File: src/stder_pkg.sv
`timescale 1ns / 1ps
`default_nettype none

package stder_pkg;

   localparam int MAX_WIDTH  = 1024;
   localparam int MAX_HEIGHT = 4096;
   localparam int PIX_BITS   = 8;
   localparam int COL_BITS   = $clog2(MAX_WIDTH);
   localparam int ROW_BITS   = $clog2(MAX_HEIGHT);
   localparam int GRAD_BITS  = 11;
   localparam int WREG_BITS  = 11;
   localparam int HREG_BITS  = 13;
   localparam int CSR_BITS   = 13;
   localparam int NUM_KINDS  = 3;

   localparam logic [WREG_BITS-1:0] WIDTH_RESET  = WREG_BITS'(640);
   localparam logic [HREG_BITS-1:0] HEIGHT_RESET = HREG_BITS'(480);
   localparam logic [WREG_BITS-1:0] WIDTH_MAX    = WREG_BITS'(MAX_WIDTH);
   localparam logic [HREG_BITS-1:0] HEIGHT_MAX   = HREG_BITS'(MAX_HEIGHT);

   // configuration register indexes
   localparam logic REG_FRAME_WIDTH  = 1'b0;
   localparam logic REG_FRAME_HEIGHT = 1'b1;

   // result kinds, as bit positions of a result mask, in emission order
   localparam int RES_CUBE     = 0;
   localparam int RES_LAST_COL = 1;
   localparam int RES_LAST_ROW = 2;

   typedef logic [NUM_KINDS-1:0] mask_type;

   typedef struct packed {
      logic [ROW_BITS-1:0] row;
      logic [COL_BITS-1:0] col;
      logic [PIX_BITS-1:0] pixel_first;
      logic [PIX_BITS-1:0] pixel_second;
      mask_type            mask;
   } item_type;

   typedef struct packed {
      logic [ROW_BITS-1:0]         row;
      logic [ROW_BITS-1:0]         row_m1;
      logic [COL_BITS-1:0]         col;
      logic [COL_BITS-1:0]         col_m1;
      logic signed [GRAD_BITS-1:0] grad_x;
      logic signed [GRAD_BITS-1:0] grad_y;
      logic signed [GRAD_BITS-1:0] grad_t;
      mask_type                    mask;
   } bundle_type;

endpackage

`default_nettype wire

File: src/stder_emitter.sv
`timescale 1ns / 1ps
`default_nettype none

module stder_emitter (
   input  wire logic                                clock,
   input  wire logic                                reset,
   input  wire logic                                in_valid,
   output logic                                     in_ready,
   input  wire stder_pkg::bundle_type               in_bundle,
   output logic                                     rsp_tvalid,
   input  wire logic                                rsp_tready,
   output logic [55:0]                              rsp_tdata,
   output logic                                     rsp_tlast
);

   localparam int GB = stder_pkg::GRAD_BITS;

   logic                   valid_ff, valid_in;
   stder_pkg::bundle_type  bundle_ff, bundle_in;
   stder_pkg::mask_type    mask_ff, mask_in;
   stder_pkg::mask_type    lowest;
   stder_pkg::mask_type    remaining;
   logic                   last;
   logic                   xfer;
   logic                   take;

   logic [stder_pkg::ROW_BITS-1:0] row_out;
   logic [stder_pkg::COL_BITS-1:0] col_out;
   logic signed [GB-1:0]           gx_out, gy_out, gt_out;

   assign lowest    = mask_ff & (~mask_ff + 1'b1);
   assign remaining = mask_ff & ~lowest;
   assign last      = (remaining == '0);
   assign xfer      = valid_ff && rsp_tready;
   assign in_ready  = !valid_ff || (rsp_tready && last);
   assign take      = in_valid && in_ready;

   always_comb begin
      valid_in  = valid_ff;
      bundle_in = bundle_ff;
      mask_in   = mask_ff;
      if (xfer) begin
         mask_in = remaining;
         if (last) valid_in = 1'b0;
      end
      if (take) begin
         valid_in  = 1'b1;
         bundle_in = in_bundle;
         mask_in   = in_bundle.mask;
      end
   end

   always_ff @(posedge clock) begin
      if (reset) begin
         valid_ff <= 1'b0;
         mask_ff  <= '0;
      end else begin
         valid_ff <= valid_in;
         mask_ff  <= mask_in;
      end
      bundle_ff <= bundle_in;
   end

   always_comb begin
      gx_out = '0;
      gy_out = '0;
      gt_out = '0;
      if (lowest[stder_pkg::RES_CUBE]) begin
         row_out = bundle_ff.row_m1;
         col_out = bundle_ff.col_m1;
         gx_out  = bundle_ff.grad_x;
         gy_out  = bundle_ff.grad_y;
         gt_out  = bundle_ff.grad_t;
      end else if (lowest[stder_pkg::RES_LAST_COL]) begin
         row_out = bundle_ff.row_m1;
         col_out = bundle_ff.col;
      end else begin
         row_out = bundle_ff.row;
         col_out = bundle_ff.col;
      end
   end

   assign rsp_tvalid = valid_ff;
   assign rsp_tlast  = last;
   assign rsp_tdata  = {1'b0, gt_out, gy_out, gx_out, col_out, row_out};

`ifndef NO_ASSERTIONS
   a_valid_has_result : assert property (@(posedge clock) disable iff (reset)
      valid_ff |-> (mask_ff != '0))
      else $error("pending bundle has no result left");

   a_mask_shrinks : assert property (@(posedge clock) disable iff (reset)
      (xfer && !last) |=> (valid_ff &&
         ($countones(mask_ff) == $countones($past(mask_ff)) - 1)))
      else $error("result mask did not drop exactly one result");

   a_stall_holds_mask : assert property (@(posedge clock) disable iff (reset)
      (valid_ff && !rsp_tready) |=> (valid_ff && $stable(mask_ff)))
      else $error("result mask changed during stall");
`endif

endmodule

`default_nettype wire
File: config.mk
export PLATFORM = sky130hd
export DESIGN_NAME = stder_emitter
export DESIGN_NICKNAME = d
export VERILOG_FILES = /design/src/stder_pkg.sv /design/src/stder_emitter.sv
export SDC_FILE = /design/constraint.sdc
export NUM_CORES = 1
export LEC_CHECK = 0
export ABC_AREA = 1
export BUFFER_PORTS_ARGS = -buffer_cell sky130_fd_sc_hd__clkbuf_2
export CAP_MARGIN = 5
export CORE_MARGIN = 1.5
export CORE_UTILIZATION = 46
export DETAILED_ROUTE_END_ITERATION = 6
export PLACE_DENSITY = 0.79
export SLEW_MARGIN = 20
export SYNTH_ARGS = -nofsm -noshare
export SYNTH_HDL_FRONTEND = slang
export SYNTH_SLANG_ARGS = --single-unit
File: constraint.sdc
create_clock -name clock -period 2.3 [get_ports clock]
set_input_delay 0.115 -clock clock [delete_from_list [all_inputs] [get_ports clock]]
set_output_delay 0.115 -clock clock [all_outputs]
set_load 0.005 [all_outputs]
==> flow_summary.yaml <==
floorplan:
  initial_core_util_pct: 47.0
  core.rowCount: 30
  ios: 143
  die_height_um: 85.9
  core_area_um2: 6720
  die_w_um: 85.9
  die_area_um2: 7370
drt:
  drt_iter0_drc: 121
  wirelength_um: 7500
  via_per_inst: 4.55
  ant_nets: 0
  drt_pre_antenna_iters: 4
  avgRoutedWirePerCell_um: 14.4
  post-route-drc-count: 0
  dr_total_vias: 2373
global_routing:
  antenna_found_initial: 0
  grt_pass1_vias: 2424
  grt_first_pass_wirelength_um: 11300
  grtUsageTotal_pct: 20.8
  grt_max_degree: 42
  grt_overflow_total: 0
worst_setup_path:
  worstSetupPathType: "flip-flop to output pin"
  worstReg2RegStart: "mask_ff[0]$_SDFFE_PP0P_"
  cp.arrival_ps: 1720
  worstPathRequired_ps: 2180
  critPathLaunchType: "flip-flop"
  critPathLaunch: "mask_ff[0]$_SDFFE_PP0P_"
  worstSetupEndpointType: "output pin"
  critPathMaxFanout: 40
power:
  p_int_uw: 2490
  ir_drop_mv: 0.384
  p_comb_share_pct: 15.0
  power.density_nw_per_um2: 655
  power.switching_uw: 731
  power_frac_clock_pct: 30.5
  seq_power_share_pct: 54.4
  leakage_uw: 0.00241
  p_sw_share_pct: 22.7
clocking:
  cts_buffers: 9
  cts_max_level: 3
  path_clk_slew_ps: 80
  clock-sinks: 81
  cts_tree: "built"
  cts_buffer_depth: 2
  post_cts_resized: 0
  insertion_delay_ps: 330
  cts-root-buf: "clkbuf_8"
  cts_setup_buffers: 0
sta:
  final_hold_viol_count: 0
  layout_setup_ws_ps: 463
  finalMaxSlewViolations: 0
  min_period_ps: 1840
  fmax_mhz: 544
  tns_ps: 0
  setup-violations-final: 0
  fin_crit_sh_pct: 79.9
  rsz0062_at_grt: "no"
  finClkSkew_ps: 4.48
place:
  gp_congestion: 0.800
  portBuffers: 141
  place_ws_ps: 592
  hpwl_um: 4310
flow_run:
  cap_viol_max_count: 0
yosys:
  synth_seq_cells: 81
  netlist_instances: 209
  synthesis.area_um2: 3160
  yosys.cell_types.count: 23
  yosysSeqAreaShare_pct: 75.7
  synth_nets: 293
  yosysWarnings: 0
  synth_ff_type: "edfxtp_1"
  async_flop_share_pct: 0
  synth_edf_count: 77
  avgSynthCellArea_um2: 15.1
worst_hold_path:
  hold_path.class: "primary input to flip-flop"
  worstHoldStart: "in_valid"
final_layout:
  diodes: 0
  finalNetCount: 520
  final_cell_mix: "clkbuf_2, dlygate4sd3_1, edfxtp_1, inv_1, nand2_1"
  syn_to_final_growth_pct: 55.9
  final_common_cell: "clkbuf_2"
  drive_above_1_share_pct: 43.3
outcome:
  status: "finished, final reports clean"
-- logic make-up (layout without fill, tap and decap cells) --
kind of cell	count (synthesis)	count (layout)	share of synthesized area, %
other	1	1	0.119
AND/OR/NAND/NOR	49	49	7.05
flip-flops	81	81	75.7
multiplexers	22	22	9.03
AO/OA/AOI/OAI	7	7	1.35
buffers and inverters	49	281	6.73
-- sequential cells by signal (all words and copies together), names as in the netlist --
signal / cells
bundle_ff: 77
mask_ff: 3
rsp_tvalid: 1
-- power groups by stage --
stage	logic [uW]	registers, uW	clock network [uW]
finish	485	1760	985
CTS	478	1750	1000
global route	522	1760	1070
detailed placement	368	1790	0
global placement	359	1780	0
floorplan	199	1780	0
-- through the flow --
stage	instances	utilization [%]	hold slack (ps)	area (um^2)	power, uW
2_1_floorplan	209	-	184	3160	1980
3_3_place_gp	426	58.8	292	3950	2140
3_5_place_dp	426	58.8	294	3950	2160
4_1_cts	521	73.3	107	4920	3240
5_1_grt	521	73.3	119	4920	3350
6_report	521	73.3	111	4920	3230
-- cells in the mapped netlist (2+ instances only) --
cell type / instances / area (um^2)
nand2_1: 38 / 143
nand2_2: 2 / 12.5
o21ai_0: 3 / 15.0
dfxtp_1: 4 / 80.1
inv_1: 40 / 150
mux2_4: 10 / 150
nand3_1: 4 / 20.0
edfxtp_1: 77 / 2310
buf_4: 5 / 37.5
mux2_2: 12 / 135
nand2_4: 2 / 22.5
-- what timing repair did --
item	4_1_cts	5_1_grt
hold buffers	79	0
hold endpoints to repair	79	0
setup endpoints to repair	0	0
-- final timing paths --
kind / endpoint / slack (ps) / depth (start not counted)
max: rsp_tdata[18] / 460 / 3
min: rsp_tvalid$_SDFFE_PP0P_ / 110 / 3
max reg2reg: bundle_ff[4]$_DFFE_PP_ / 580 / 6
min reg2reg: rsp_tvalid$_SDFFE_PP0P_ / 590 / 2
-- critical path, cell delays in order, from the launching register on --
cell,delay [ps]
dfxtp_2,440
buf_4,410
mux2_2,410
clkbuf_2,120
-- routing by layer --
metal  up-vias  routed length, um  track usage [%]
met5         -                  0                0
met2        81               4500             42.6
met3        20                235             3.37
met1      1125               2510             19.4
met4         0                246             10.6
li1       1147                  -                -
-- cell type report --
type	count	area, um^2
clock buffer	10	128
fill	450	1790
inverter	42	159
sequential	81	2390
timing repair buffer	223	1530
multi-input combinational	79	554
tap	80	100
clock inverter	6	58.8
Note: power is estimated with default switching activity, not from simulation.
