==> config.mk <==
export PLATFORM = sky130hd
export DESIGN_NAME = stder_gradient
export DESIGN_NICKNAME = d
export VERILOG_FILES = /design/src/stder_pkg.sv /design/src/stder_gradient.sv
export SDC_FILE = /design/constraint.sdc
export NUM_CORES = 1
export LEC_CHECK = 0
export BUFFER_PORTS_ARGS = -buffer_cell sky130_fd_sc_hd__buf_2
export CAP_MARGIN = 0
export CORE_ASPECT_RATIO = 1.25
export CORE_MARGIN = 2
export CORE_UTILIZATION = 62
export DETAILED_ROUTE_END_ITERATION = 16
export PLACE_DENSITY = 0.88
export SETUP_SLACK_MARGIN = 0.4
export SKIP_CTS_REPAIR_TIMING = 1
export SYNTH_ARGS = -nofsm -noshare
export SYNTH_HDL_FRONTEND = slang
export SYNTH_SLANG_ARGS = --single-unit
==> constraint.sdc <==
create_clock -name clock -period 9.9 [get_ports clock]
set_input_delay 1.98 -clock clock [delete_from_list [all_inputs] [get_ports clock]]
set_output_delay 1.98 -clock clock [all_outputs]
set_load 0.1 [all_outputs]
==> src/stder_pkg.sv <==
`timescale 1ns / 1ps
`default_nettype none

package stder_pkg;

   localparam int MAX_WIDTH  = 1024;
   localparam int MAX_HEIGHT = 4096;
   localparam int PIX_BITS   = 8;
   localparam int COL_BITS   = $clog2(MAX_WIDTH);
   localparam int ROW_BITS   = $clog2(MAX_HEIGHT);
   localparam int GRAD_BITS  = 11;
   localparam int WREG_BITS  = 11;
   localparam int HREG_BITS  = 13;
   localparam int CSR_BITS   = 13;
   localparam int NUM_KINDS  = 3;

   localparam logic [WREG_BITS-1:0] WIDTH_RESET  = WREG_BITS'(640);
   localparam logic [HREG_BITS-1:0] HEIGHT_RESET = HREG_BITS'(480);
   localparam logic [WREG_BITS-1:0] WIDTH_MAX    = WREG_BITS'(MAX_WIDTH);
   localparam logic [HREG_BITS-1:0] HEIGHT_MAX   = HREG_BITS'(MAX_HEIGHT);

   // configuration register indexes
   localparam logic REG_FRAME_WIDTH  = 1'b0;
   localparam logic REG_FRAME_HEIGHT = 1'b1;

   // result kinds, as bit positions of a result mask, in emission order
   localparam int RES_CUBE     = 0;
   localparam int RES_LAST_COL = 1;
   localparam int RES_LAST_ROW = 2;

   typedef logic [NUM_KINDS-1:0] mask_type;

   typedef struct packed {
      logic [ROW_BITS-1:0] row;
      logic [COL_BITS-1:0] col;
      logic [PIX_BITS-1:0] pixel_first;
      logic [PIX_BITS-1:0] pixel_second;
      mask_type            mask;
   } item_type;

   typedef struct packed {
      logic [ROW_BITS-1:0]         row;
      logic [ROW_BITS-1:0]         row_m1;
      logic [COL_BITS-1:0]         col;
      logic [COL_BITS-1:0]         col_m1;
      logic signed [GRAD_BITS-1:0] grad_x;
      logic signed [GRAD_BITS-1:0] grad_y;
      logic signed [GRAD_BITS-1:0] grad_t;
      mask_type                    mask;
   } bundle_type;

endpackage

`default_nettype wire

==> src/stder_gradient.sv <==
`timescale 1ns / 1ps
`default_nettype none

module stder_gradient (
   input  wire logic                             clock,
   input  wire logic                             reset,
   input  wire logic                             in_valid,
   output logic                                  in_ready,
   input  wire stder_pkg::item_type              in_item,
   input  wire logic [stder_pkg::PIX_BITS-1:0]   up_first,
   input  wire logic [stder_pkg::PIX_BITS-1:0]   up_second,
   output logic                                  out_valid,
   input  wire logic                             out_ready,
   output stder_pkg::bundle_type                 out_bundle
);

   localparam int PB = stder_pkg::PIX_BITS;
   localparam int GB = stder_pkg::GRAD_BITS;

   logic                 valid_ff, valid_in;
   stder_pkg::item_type  item_ff, item_in;
   logic [PB-1:0]        left_first_ff, left_first_in;
   logic [PB-1:0]        left_second_ff, left_second_in;
   logic [PB-1:0]        upleft_first_ff, upleft_first_in;
   logic [PB-1:0]        upleft_second_ff, upleft_second_in;
   logic                 advance;
   logic                 take;

   logic signed [GB-1:0] a_s, b_s, ua_s, ub_s, la_s, lb_s, ula_s, ulb_s;
   logic signed [GB-1:0] cur_s, up_s, lf_s, ul_s;

   assign advance  = valid_ff && ((item_ff.mask == '0) || out_ready);
   assign in_ready = !valid_ff || advance;
   assign take     = in_valid && in_ready;

   always_comb begin
      valid_in         = valid_ff;
      item_in          = item_ff;
      left_first_in    = left_first_ff;
      left_second_in   = left_second_ff;
      upleft_first_in  = upleft_first_ff;
      upleft_second_in = upleft_second_ff;
      if (advance) begin
         valid_in         = 1'b0;
         left_first_in    = item_ff.pixel_first;
         left_second_in   = item_ff.pixel_second;
         upleft_first_in  = up_first;
         upleft_second_in = up_second;
      end
      if (take) begin
         valid_in = 1'b1;
         item_in  = in_item;
      end
   end

   always_ff @(posedge clock) begin
      if (reset) begin
         valid_ff         <= 1'b0;
         left_first_ff    <= '0;
         left_second_ff   <= '0;
         upleft_first_ff  <= '0;
         upleft_second_ff <= '0;
      end else begin
         valid_ff         <= valid_in;
         left_first_ff    <= left_first_in;
         left_second_ff   <= left_second_in;
         upleft_first_ff  <= upleft_first_in;
         upleft_second_ff <= upleft_second_in;
      end
      item_ff <= item_in;
   end

   // the sums fit in GRAD_BITS, so plain wrapping arithmetic is exact
   assign a_s   = signed'(GB'(item_ff.pixel_first));
   assign b_s   = signed'(GB'(item_ff.pixel_second));
   assign ua_s  = signed'(GB'(up_first));
   assign ub_s  = signed'(GB'(up_second));
   assign la_s  = signed'(GB'(left_first_ff));
   assign lb_s  = signed'(GB'(left_second_ff));
   assign ula_s = signed'(GB'(upleft_first_ff));
   assign ulb_s = signed'(GB'(upleft_second_ff));

   assign cur_s = a_s + b_s;
   assign up_s  = ua_s + ub_s;
   assign lf_s  = la_s + lb_s;
   assign ul_s  = ula_s + ulb_s;

   always_comb begin
      out_bundle.row    = item_ff.row;
      out_bundle.row_m1 = item_ff.row - 1'b1;
      out_bundle.col    = item_ff.col;
      out_bundle.col_m1 = item_ff.col - 1'b1;
      out_bundle.grad_x = up_s + cur_s - ul_s - lf_s;
      out_bundle.grad_y = lf_s + cur_s - ul_s - up_s;
      out_bundle.grad_t = (b_s + ub_s + lb_s + ulb_s) - (a_s + ua_s + la_s + ula_s);
      out_bundle.mask   = item_ff.mask;
   end

   // drop items that cause no result here
   assign out_valid = valid_ff && (item_ff.mask != '0);

endmodule

`default_nettype wire

==> results of run 1 <==
per-stage QoR:
stage	hold slack, ns	setup WS, ns	utilization
3_5_place_dp	0.468	1.51	0.709
2_1_floorplan	0.453	1.06	-
4_1_cts	0.477	1.51	0.737
6_report	0.477	1.51	0.737
5_1_grt	0.504	1.32	0.737
3_3_place_gp	0.464	1.65	0.709
cell families (layout without fill, tap and decap cells):
kind of cell / count (synthesis) / after routing / synth area share
buf+inv: 189 / 337 / 0.0966
flops: 74 / 74 / 0.257
fa+ha+maj: 156 / 156 / 0.355
simple gates: 187 / 187 / 0.113
xor+xnor: 67 / 67 / 0.0799
compound gates: 117 / 117 / 0.0984
other cells: 0 / 1 / 0
layer usage:
layer	share of wire	GRT usage	up-vias
met5	0	0	-
met2	0.55	0.513	224
met1	0.36	0.306	2844
met4	0.028	0.109	0
li1	-	-	2815
met3	0.064	0.0583	40
critical path, cell delays in order:
cell	delay [ns]
buf_2	0.11
ha_1	0.22
fa_1	0.43
a21o_1	0.20
a21oi_1	0.27
o21ai_1	0.17
o41ai_1	0.43
inv_1	0.11
fa_1	0.48
fa_1	0.53
inv_1	0.05
ha_1	0.33
and3_1	0.23
a31oi_1	0.18
nand3_1	0.11
xor2_1	0.13
buf_2	0.44
cell type report:
type                       count  area, um^2  area share
antenna                        1        2.50    0.000292
tap                          161         201      0.0235
multi-input combinational    527        4760       0.556
clock inverter                 5        78.8     0.00921
sequential                    74        1890       0.221
clock buffer                  11         243      0.0284
timing repair buffer         143         718      0.0839
inverter                     178         668      0.0780
layout by cell type (no fill, tap or decap), types with 16 or more instances in the layout:
master / instances
inv_1: 178
buf_2: 142
nand2_1: 88
fa_1: 87
ha_1: 69
a21oi_1: 58
edfxtp_1: 41
xnor2_1: 37
nor2_1: 36
dfxtp_1: 33
xor2_1: 30
nand3_1: 17
nor3_1: 16
state kept, by name, summed over array words and instances (netlist names):
signal / cells
left_first_ff: 8
upleft_first_ff: 8
b_s: 8
left_second_ff: 8
out_bundle: 25
upleft_second_ff: 8
valid_ff: 1
a_s: 8
path summary, 6_finish.rpt:
check / to / slack (ns) / cells past startpoint
max: out_bundle[23] / 1.51 / 17
min: left_first_ff[3]$_SDFFE_PP0P_ / 0.48 / 2
max reg2reg: b_s[1]$_DFFE_PP_ / 7.54 / 4
min reg2reg: left_first_ff[3]$_SDFFE_PP0P_ / 0.48 / 2
==> impl_results.md, run 1 <==
* Fillers at 835
* Yosys cell types at 44
* Largest net degree at the start of global routing at 42
* Final Hold Fails at 0
* Vias in the first global route at 6154
* First-pass GRT wire length at 27800 um
* Sequential area share after synthesis at 0.257
* Port-buffer cells at 142
* Worst Path Class, Setup: primary input to output pin
* Initial antenna violation count at 0
* Num CTS Buffers at 9
* Synth-to-layout area growth at 16.5%
* Initial Util at 0.632
* Placed Cells at 1083
* Worst-skew pair later-pin latency at 0.34 ns
* DIE WIDTH at 101 um
* Num rows at 44
* Mapped Avg Cell Area at 9.30 um^2
* Async SR Flop Fraction at 0
* Placeable Area at 11600 um^2
* Most frequent cells after synthesis: inv_1, nand2_1, fa_1, ha_1, a21oi_1
* Root buf cell: clkbuf_16
* Top cell type's share of synthesized area at 0.237
* Post-route insts no fill at 1100
* Final Cell Area at 8560 um^2
* Clock sink count at 74
* Post-route setup TNS at 0 ns
* Clk slew on worst S/H paths at 0.06 ns
* Full die area at 12700 um^2
* Net count after synthesis at 1007
* TritonCTS clock tree: done
* Post-route ant nets at 0
* DR WL/cell at 15.2 um
* Layout cells sized above 1 at 0.175
* Drt total wl at 16700 um
* Layout Nets at 1150
* Top cells by area, synth: fa_1, edfxtp_1, ha_1, inv_1, dfxtp_1
* Fmax at 0.119 GHz
* HPWL after DPL at 13900 um
* Slew margin rel. at 0.173
* DRC viols at 0
* Drt first pass iters at 7
* Worst EP required at 7.92 ns
* Crit path arrival time at 6.41 ns
* Setup Skew at 0.00816 ns
* Drt via density at 5.38
* Via Count at 5923
* DIE HEIGHT at 126 um
* Outcome: finished clean
* Number of synthesized flops with an enable pin at 41
* Ys Warns at 0
* Hold WC Path Type: flop to flop
* Post-synthesis cell area at 7350 um^2
* Critical path peak fanout at 4
* Crit end category: output pin
* Number of H-tree levels at 3
* #FFs+latches synth at 74
* Final period util at 0.848
* Worst Tran Pin Value at 1.24 ns
* Reg2reg start: out_bundle[1]$_DFFE_PP_
* IO Count at 143
* Final setup vio count at 0
* Tmin final at 8.39 ns
* DR iter-0 viols at 261
* Maximum buffer depth of the clock tree at 2
* Synth area leader: fa_1
* Critical hold path startpoint: left_first_ff[3]$_SDFFE_PP0P_
* Critical Path Start: up_first[0]
* GRT overflow at 0
* Gpl congestion at 0.891
* Predominant post-synthesis flop cell: edfxtp_1
* # Max-Cap Violations at 0
* GRT Overall Usage at 0.278
* Unrepaired setup endpoints after global routing: false
* Final Max Tran Viols at 0
* Most common cell in the netlist: inv_1
* Post-Syn Instances at 790
* Startpoint Class: primary input
* Area after DPL at 8240 um^2
Power of run 1 is not shown: default switching activity piles up to over one toggle a cycle in this logic, so the estimate is an artifact.
==> run 2, diff against run 1 <==
--- a/config.mk
+++ b/config.mk
@@ -9,9 +9,9 @@
 export CAP_MARGIN = 0
 export CORE_ASPECT_RATIO = 1.25
 export CORE_MARGIN = 2
-export CORE_UTILIZATION = 62
+export CORE_UTILIZATION = 57
 export DETAILED_ROUTE_END_ITERATION = 16
-export PLACE_DENSITY = 0.88
+export PLACE_DENSITY = 0.82
 export SETUP_SLACK_MARGIN = 0.4
 export SKIP_CTS_REPAIR_TIMING = 1
 export SYNTH_ARGS = -nofsm -noshare
==> constraint.sdc (replaced) <==
create_clock -name clock -period 8.4 [get_ports clock]
set_input_delay 1.68 -clock clock [delete_from_list [all_inputs] [get_ports clock]]
set_output_delay 1.68 -clock clock [all_outputs]
set_load 0.1 [all_outputs]
==> impl_results.md, run 2 (synthesized netlist as in run 1, its figures left out) <==
* # Max-Cap Violations at 0 (unchanged)
* Tmin final at 7.76 ns
* Hold endpoint: upleft_first_ff[6]$_SDFFE_PP0P_
* Initial Util at 0.580 (-0.0522)
* Clk slew on worst S/H paths at 0.06 ns (about the same)
* Gpl congestion at 0.878 (-1.4%)
* Drt first pass iters at 4 (-3)
* HPWL after DPL at 13800 um (-0.95%)
* Drt via density at 5.27 (-2.1%)
* DRC viols at 0 (unchanged)
* Crit-path max cell delay at 0.51 ns (-0.02 ns)
* Post-route ant nets at 0 (unchanged)
* Largest net degree at the start of global routing at 42 (unchanged)
* Antenna cell count at 0 (-1)
* Slew margin rel. at 0.185 (+0.0125)
* Flop-to-flop setup slack at 6.04 ns (-1.50 ns)
* GRT overflow at 0 (unchanged)
* Final setup vio count at 0 (unchanged)
* GRT Overall Usage at 0.256 (-0.0224)
* Maximum buffer depth of the clock tree at 2 (unchanged)
* Placeable Area at 12700 um^2 (+9.0%)
* Final period util at 0.924
* Crit end category: output pin
* IO Count at 143 (unchanged)
* Pre-CTS setup slack at 0.644 ns (-0.870 ns)
* Most frequent cells in the layout: inv_1, buf_2, nand2_1, fa_1, ha_1
* DIE HEIGHT at 131 um (+4.2%)
* WHS Path Cells at 2 (unchanged)
* Root buf cell: clkbuf_16
* Fmax at 0.129 GHz
* Synth-to-layout area growth at 16.6% (about the same)
* Sequence of cells on the critical path: buf_2, ha_1, fa_1, a21o_1, a21oi_1, o21ai_1, o41ai_1, inv_1, fa_1, fa_1, inv_1, ha_1, and3_1, a31oi_1, nand3_1, xor2_2, buf_2
* Num rows at 46 (+4.5%)
* DR iter-0 viols at 243 (-6.9%)
* Hold WC Path Type: flop to flop
* Worst EP required at 6.72 ns (-1.20 ns)
* Via Count at 5828 (-1.6%)
* Setup ws final at 0.639 ns (-0.870 ns)
* Slowest-stage cell, CP: fa_1
* Startpoint Class: primary input
* Critical hold path startpoint: upleft_first_ff[6]$_SDFFE_PP0P_
* Clock sink count at 74 (unchanged)
* Max reg flops at 25 (unchanged)
* First-pass GRT wire length at 27800 um (about the same)
* Outcome: finished clean
* Full die area at 13800 um^2 (+8.5%)
* Reg2reg start: out_bundle[1]$_DFFE_PP_
* Setup Skew at 0.00692 ns (-0.00124 ns)
* Layout Nets at 1150 (unchanged)
* Critical path's most frequent cell: fa_1
* DR WL/cell at 14.9 um (-2.2%)
* Critical path peak fanout at 4 (unchanged)
* Number of H-tree levels at 3 (unchanged)
* Num CTS Buffers at 9 (unchanged)
* Worst Tran Pin Value at 1.22 ns (-0.0187 ns)
* R2R depth at 4 (unchanged)
* Commonest non-fill, non-tap cell in the layout: inv_1
* Final Max Tran Viols at 0 (unchanged)
* Initial antenna violation count at 0 (unchanged)
* Worst-skew pair later-pin latency at 0.34 ns (about the same)
* Final Hold Fails at 0 (unchanged)
* RR Endpoint: a_s[3]$_DFFE_PP_
* DIE WIDTH at 106 um (+4.1%)
* Vias in the first global route at 6142 (-0.19%)
* Layout cells sized above 1 at 0.179 (+0.00426)
* Worst Path Class, Setup: primary input to output pin
* TritonCTS clock tree: done
* Port-buffer cells at 142 (unchanged)
* Crit path arrival time at 6.08 ns (-0.33 ns)
* Unrepaired setup endpoints after global routing: false
* Drt total wl at 16400 um (-1.6%)
* Post-route setup TNS at 0 ns (unchanged)
[run 2: cell count changes in the layout (fill, tap and decap cells not counted)]
cell,before,now
xor2_2,0,1
clkbuf_8,1,0
bufinv_16,2,0
clkbuf_16,9,10
diode_2,1,0
xnor2_2,0,3
inv_6,0,1
xnor2_1,37,34
clkinv_4,1,2
xor2_1,30,29
[run 2: metal layers]
layer  part of all wire  GRT usage  vias to the layer above
li1                   -          -                     2811
met1               0.37      0.272                     2772
met2               0.53      0.490                      202
met3              0.065     0.0585                       43
met4              0.031      0.102                        0
met5                  0          0                        -
[run 2: worst max-delay path, delay by kind of cell]
family	cells	cell delay (ns)
adders and majority gates	5	1.97
xor gates and xnor gates	1	0.13
buffers and inverters	4	0.71
AOI/OAI and AO/OA	5	1.21
and+or+nand+nor	2	0.36
[run 2: metrics by stage]
step,hold WS (ns),utilization,cells,instance area [um^2]
6_report,0.482,0.676,1106,8570
5_1_grt,0.506,0.676,1106,8570
4_1_cts,0.482,0.676,1106,8570
3_5_place_dp,0.472,0.654,1090,8280
3_3_place_gp,0.462,0.654,1090,8280
2_1_floorplan,0.453,-,790,7380
[run 2: worst max path at each step]
stage,startpoint,end,depth (start not counted)
floorplan,up_first[5],out_bundle[9],12
global placement,up_second[0],out_bundle[23],17
detailed placement,up_first[0],out_bundle[23],17
CTS,up_first[0],out_bundle[23],17
global route,up_first[0],out_bundle[23],17
finish,up_first[0],out_bundle[23],17
[run 2: final cells by class]
| class | instances | area, um^2 |
|---|---|---|
| fillers | 1029 | 4100 |
| clock buffers | 11 | 254 |
| inverters | 178 | 668 |
| repair buffers | 143 | 718 |
| flip-flops and latches | 74 | 1890 |
| well taps | 168 | 210 |
| clock inverters | 5 | 36.3 |
| multi-input cells | 527 | 4790 |
Power of run 2 is left out for the same reason.
==> run 3, diff against run 2 <==
--- a/config.mk
+++ b/config.mk
@@ -11,7 +11,7 @@
 export CORE_MARGIN = 2
 export CORE_UTILIZATION = 57
 export DETAILED_ROUTE_END_ITERATION = 16
-export PLACE_DENSITY = 0.82
+export PLACE_DENSITY = 0.9
 export SETUP_SLACK_MARGIN = 0.4
 export SKIP_CTS_REPAIR_TIMING = 1
 export SYNTH_ARGS = -nofsm -noshare
==> impl_results.md, run 3 (synthesized netlist as in run 1, its figures left out) <==
* Port-buffer cells at 142 (unchanged)
* Largest net degree at the start of global routing at 42 (unchanged)
* Final period util at 0.914 (-0.00948)
* HPWL after DPL at 14000 um (+1.6%)
* Startpoint Class: primary input
* DRC viols at 0 (unchanged)
* Commonest non-fill, non-tap cell in the layout: inv_1
* Critical path peak fanout at 4 (unchanged)
* Final setup vio count at 0 (unchanged)
* Num CTS Buffers at 9 (unchanged)
* Hold slack at 0.475 ns (-0.00635 ns)
* Post-route ant nets at 0 (unchanged)
* WHS Path Cells at 2 (unchanged)
* Final Cell Area at 8560 um^2 (-0.12%)
* Crit path max-delay family: adder cells
* Max reg flops at 25 (unchanged)
* DIE HEIGHT at 131 um (unchanged)
* Sequence of cells on the critical path: buf_2, inv_1, fa_1, fa_1, fa_1, inv_1, fa_1, inv_1, ha_1, inv_1, fa_1, nor2b_1, o21ai_1, and2_1, o211a_1, xnor2_2, buf_2
* Worst EP required at 6.72 ns (about the same)
* Tmin final at 7.68 ns (-0.0797 ns)
* Crit end category: output pin
* Drt first pass iters at 5 (+1)
* Placed Cells at 1090 (unchanged)
* Crit-path max cell delay at 0.55 ns (+0.04 ns)
* Placeable Area at 12700 um^2 (unchanged)
* Unrepaired setup endpoints after global routing: false
* Most frequent cells in the layout: inv_1, buf_2, nand2_1, fa_1, ha_1
* Post-route setup TNS at 0 ns (unchanged)
* Crit path arrival time at 6.00 ns (-0.08 ns)
* Final Hold Fails at 0 (unchanged)
* Layout cells sized above 1 at 0.179 (unchanged)
* # Max-Cap Violations at 0 (unchanged)
* Clock sink count at 74 (unchanged)
* Worst-skew pair later-pin latency at 0.34 ns (about the same)
* Fillers at 994 (-3.4%)
* Number of H-tree levels at 3 (unchanged)
* Post-route insts no fill at 1107 (+0.090%)
* Layout Nets at 1150 (unchanged)
* Slew margin rel. at 0.151 (-0.0345)
* Worst Tran Pin Value at 1.27 ns (+0.0518 ns)
* Hold endpoint: left_first_ff[5]$_SDFFE_PP0P_
* Area occupied by multi-input gates at 4790 um^2 (+0.16%)
* Met3 usage in global routing at 0.0476 (-0.0109)
* Drt via density at 5.38 (+2.0%)
* Met2 Resource Use GR at 0.509 (+0.0190)
* DR iter-0 viols at 293 (+21%)
* Clk slew on worst S/H paths at 0.06 ns (about the same)
* DR WL/cell at 15.6 um (+4.7%)
* Gpl congestion at 0.844 (-3.8%)
* Drt total wl at 17200 um (+4.8%)
* Via Count at 5951 (+2.1%)
* Reg2reg start: out_bundle[1]$_DFFE_PP_
* TritonCTS clock tree: done
* Synth-to-layout area growth at 16.5%
* Vias in the first global route at 6230 (+1.4%)
* First-pass GRT wire length at 28100 um (+1.2%)
* Hold WC Path Type: flop to flop
* Full die area at 13800 um^2 (unchanged)
* Critical hold path startpoint: left_first_ff[5]$_SDFFE_PP0P_
* Register area at 1890 um^2 (unchanged)
* Flop-to-flop setup slack at 6.00 ns (-0.04 ns)
* Crit path buffers/inverters at 6 (+2)
* Num rows at 46 (unchanged)
* Outcome: finished clean
* IO Count at 143 (unchanged)
* GRT overflow at 0 (unchanged)
* Busiest grt layer: met2
* M1 GR Usage at 0.271 (-0.000648)
* GRT Overall Usage at 0.260 (+0.00440)
* Area after DPL at 8280 um^2 (unchanged)
* Initial Util at 0.580 (unchanged)
* Maximum buffer depth of the clock tree at 2 (unchanged)
* DIE WIDTH at 106 um (unchanged)
* Root buf cell: clkbuf_16
* RR Endpoint: a_s[7]$_DFFE_PP_
* Fmax at 0.130 GHz (+1.0%)
* Final Max Tran Viols at 0 (unchanged)
* Setup Skew at 0.00858 ns (+0.00166 ns)
* R2R depth at 4 (unchanged)
* Slowest-stage cell, CP: fa_1
* Worst Path Class, Setup: primary input to output pin
* Initial antenna violation count at 0 (unchanged)
* Critical path's most frequent cell: fa_1
## run 3: cell count changes in the layout (fill, tap and decap cells not counted)
cell	previous run	this run
clkbuf_16	10	9
o41ai_1	8	7
clkinv_4	2	1
clkinv_2	2	1
o41ai_2	0	1
clkinvlp_4	0	2
clkinv_1	0	1
diode_2	0	1
## run 3: how the worst max path moves through the flow
stage / cells past startpoint / end / slack (ns) / start
final: 17 / out_bundle[12] / 0.72 / up_first[1]
after global routing: 17 / out_bundle[12] / 0.51 / up_first[1]
after CTS: 17 / out_bundle[23] / 0.63 / up_first[0]
after detailed placement: 17 / out_bundle[23] / 0.64 / up_first[0]
after global placement: 17 / out_bundle[23] / 0.73 / up_second[0]
after floorplan: 12 / out_bundle[9] / 0.41 / up_first[5]
## run 3: worst reg2reg max path, stage by stage, from the launching register on
cell and delay [ns]:
edfxtp_1 0.42, nor3_1 0.37, nor2b_1 0.10, nor2b_1 0.20, nor2b_4 0.90
## run 3: layer usage
layer	vias to the layer above	share of wire
li1	2811	-
met1	2858	0.35
met2	231	0.55
met3	51	0.061
met4	0	0.034
met5	-	0
## run 3: area by class of cell
type / instances / area share
Inverter: 178 / 0.0781
Clock inverter: 6 / 0.00483
Tap cell: 168 / 0.0246
Sequential cell: 74 / 0.221
Multi-Input combinational cell: 527 / 0.560
Timing Repair Buffer: 143 / 0.0839
Antenna cell: 1 / 0.000292
Clock buffer: 10 / 0.0268
## run 3: through the flow
step / util / setup slack (ns)
floorplan: - / 0.408
global placement: 0.654 / 0.734
detailed placement: 0.654 / 0.645
CTS: 0.675 / 0.627
global route: 0.675 / 0.513
finish: 0.676 / 0.719
Power of run 3 is left out for the same reason.
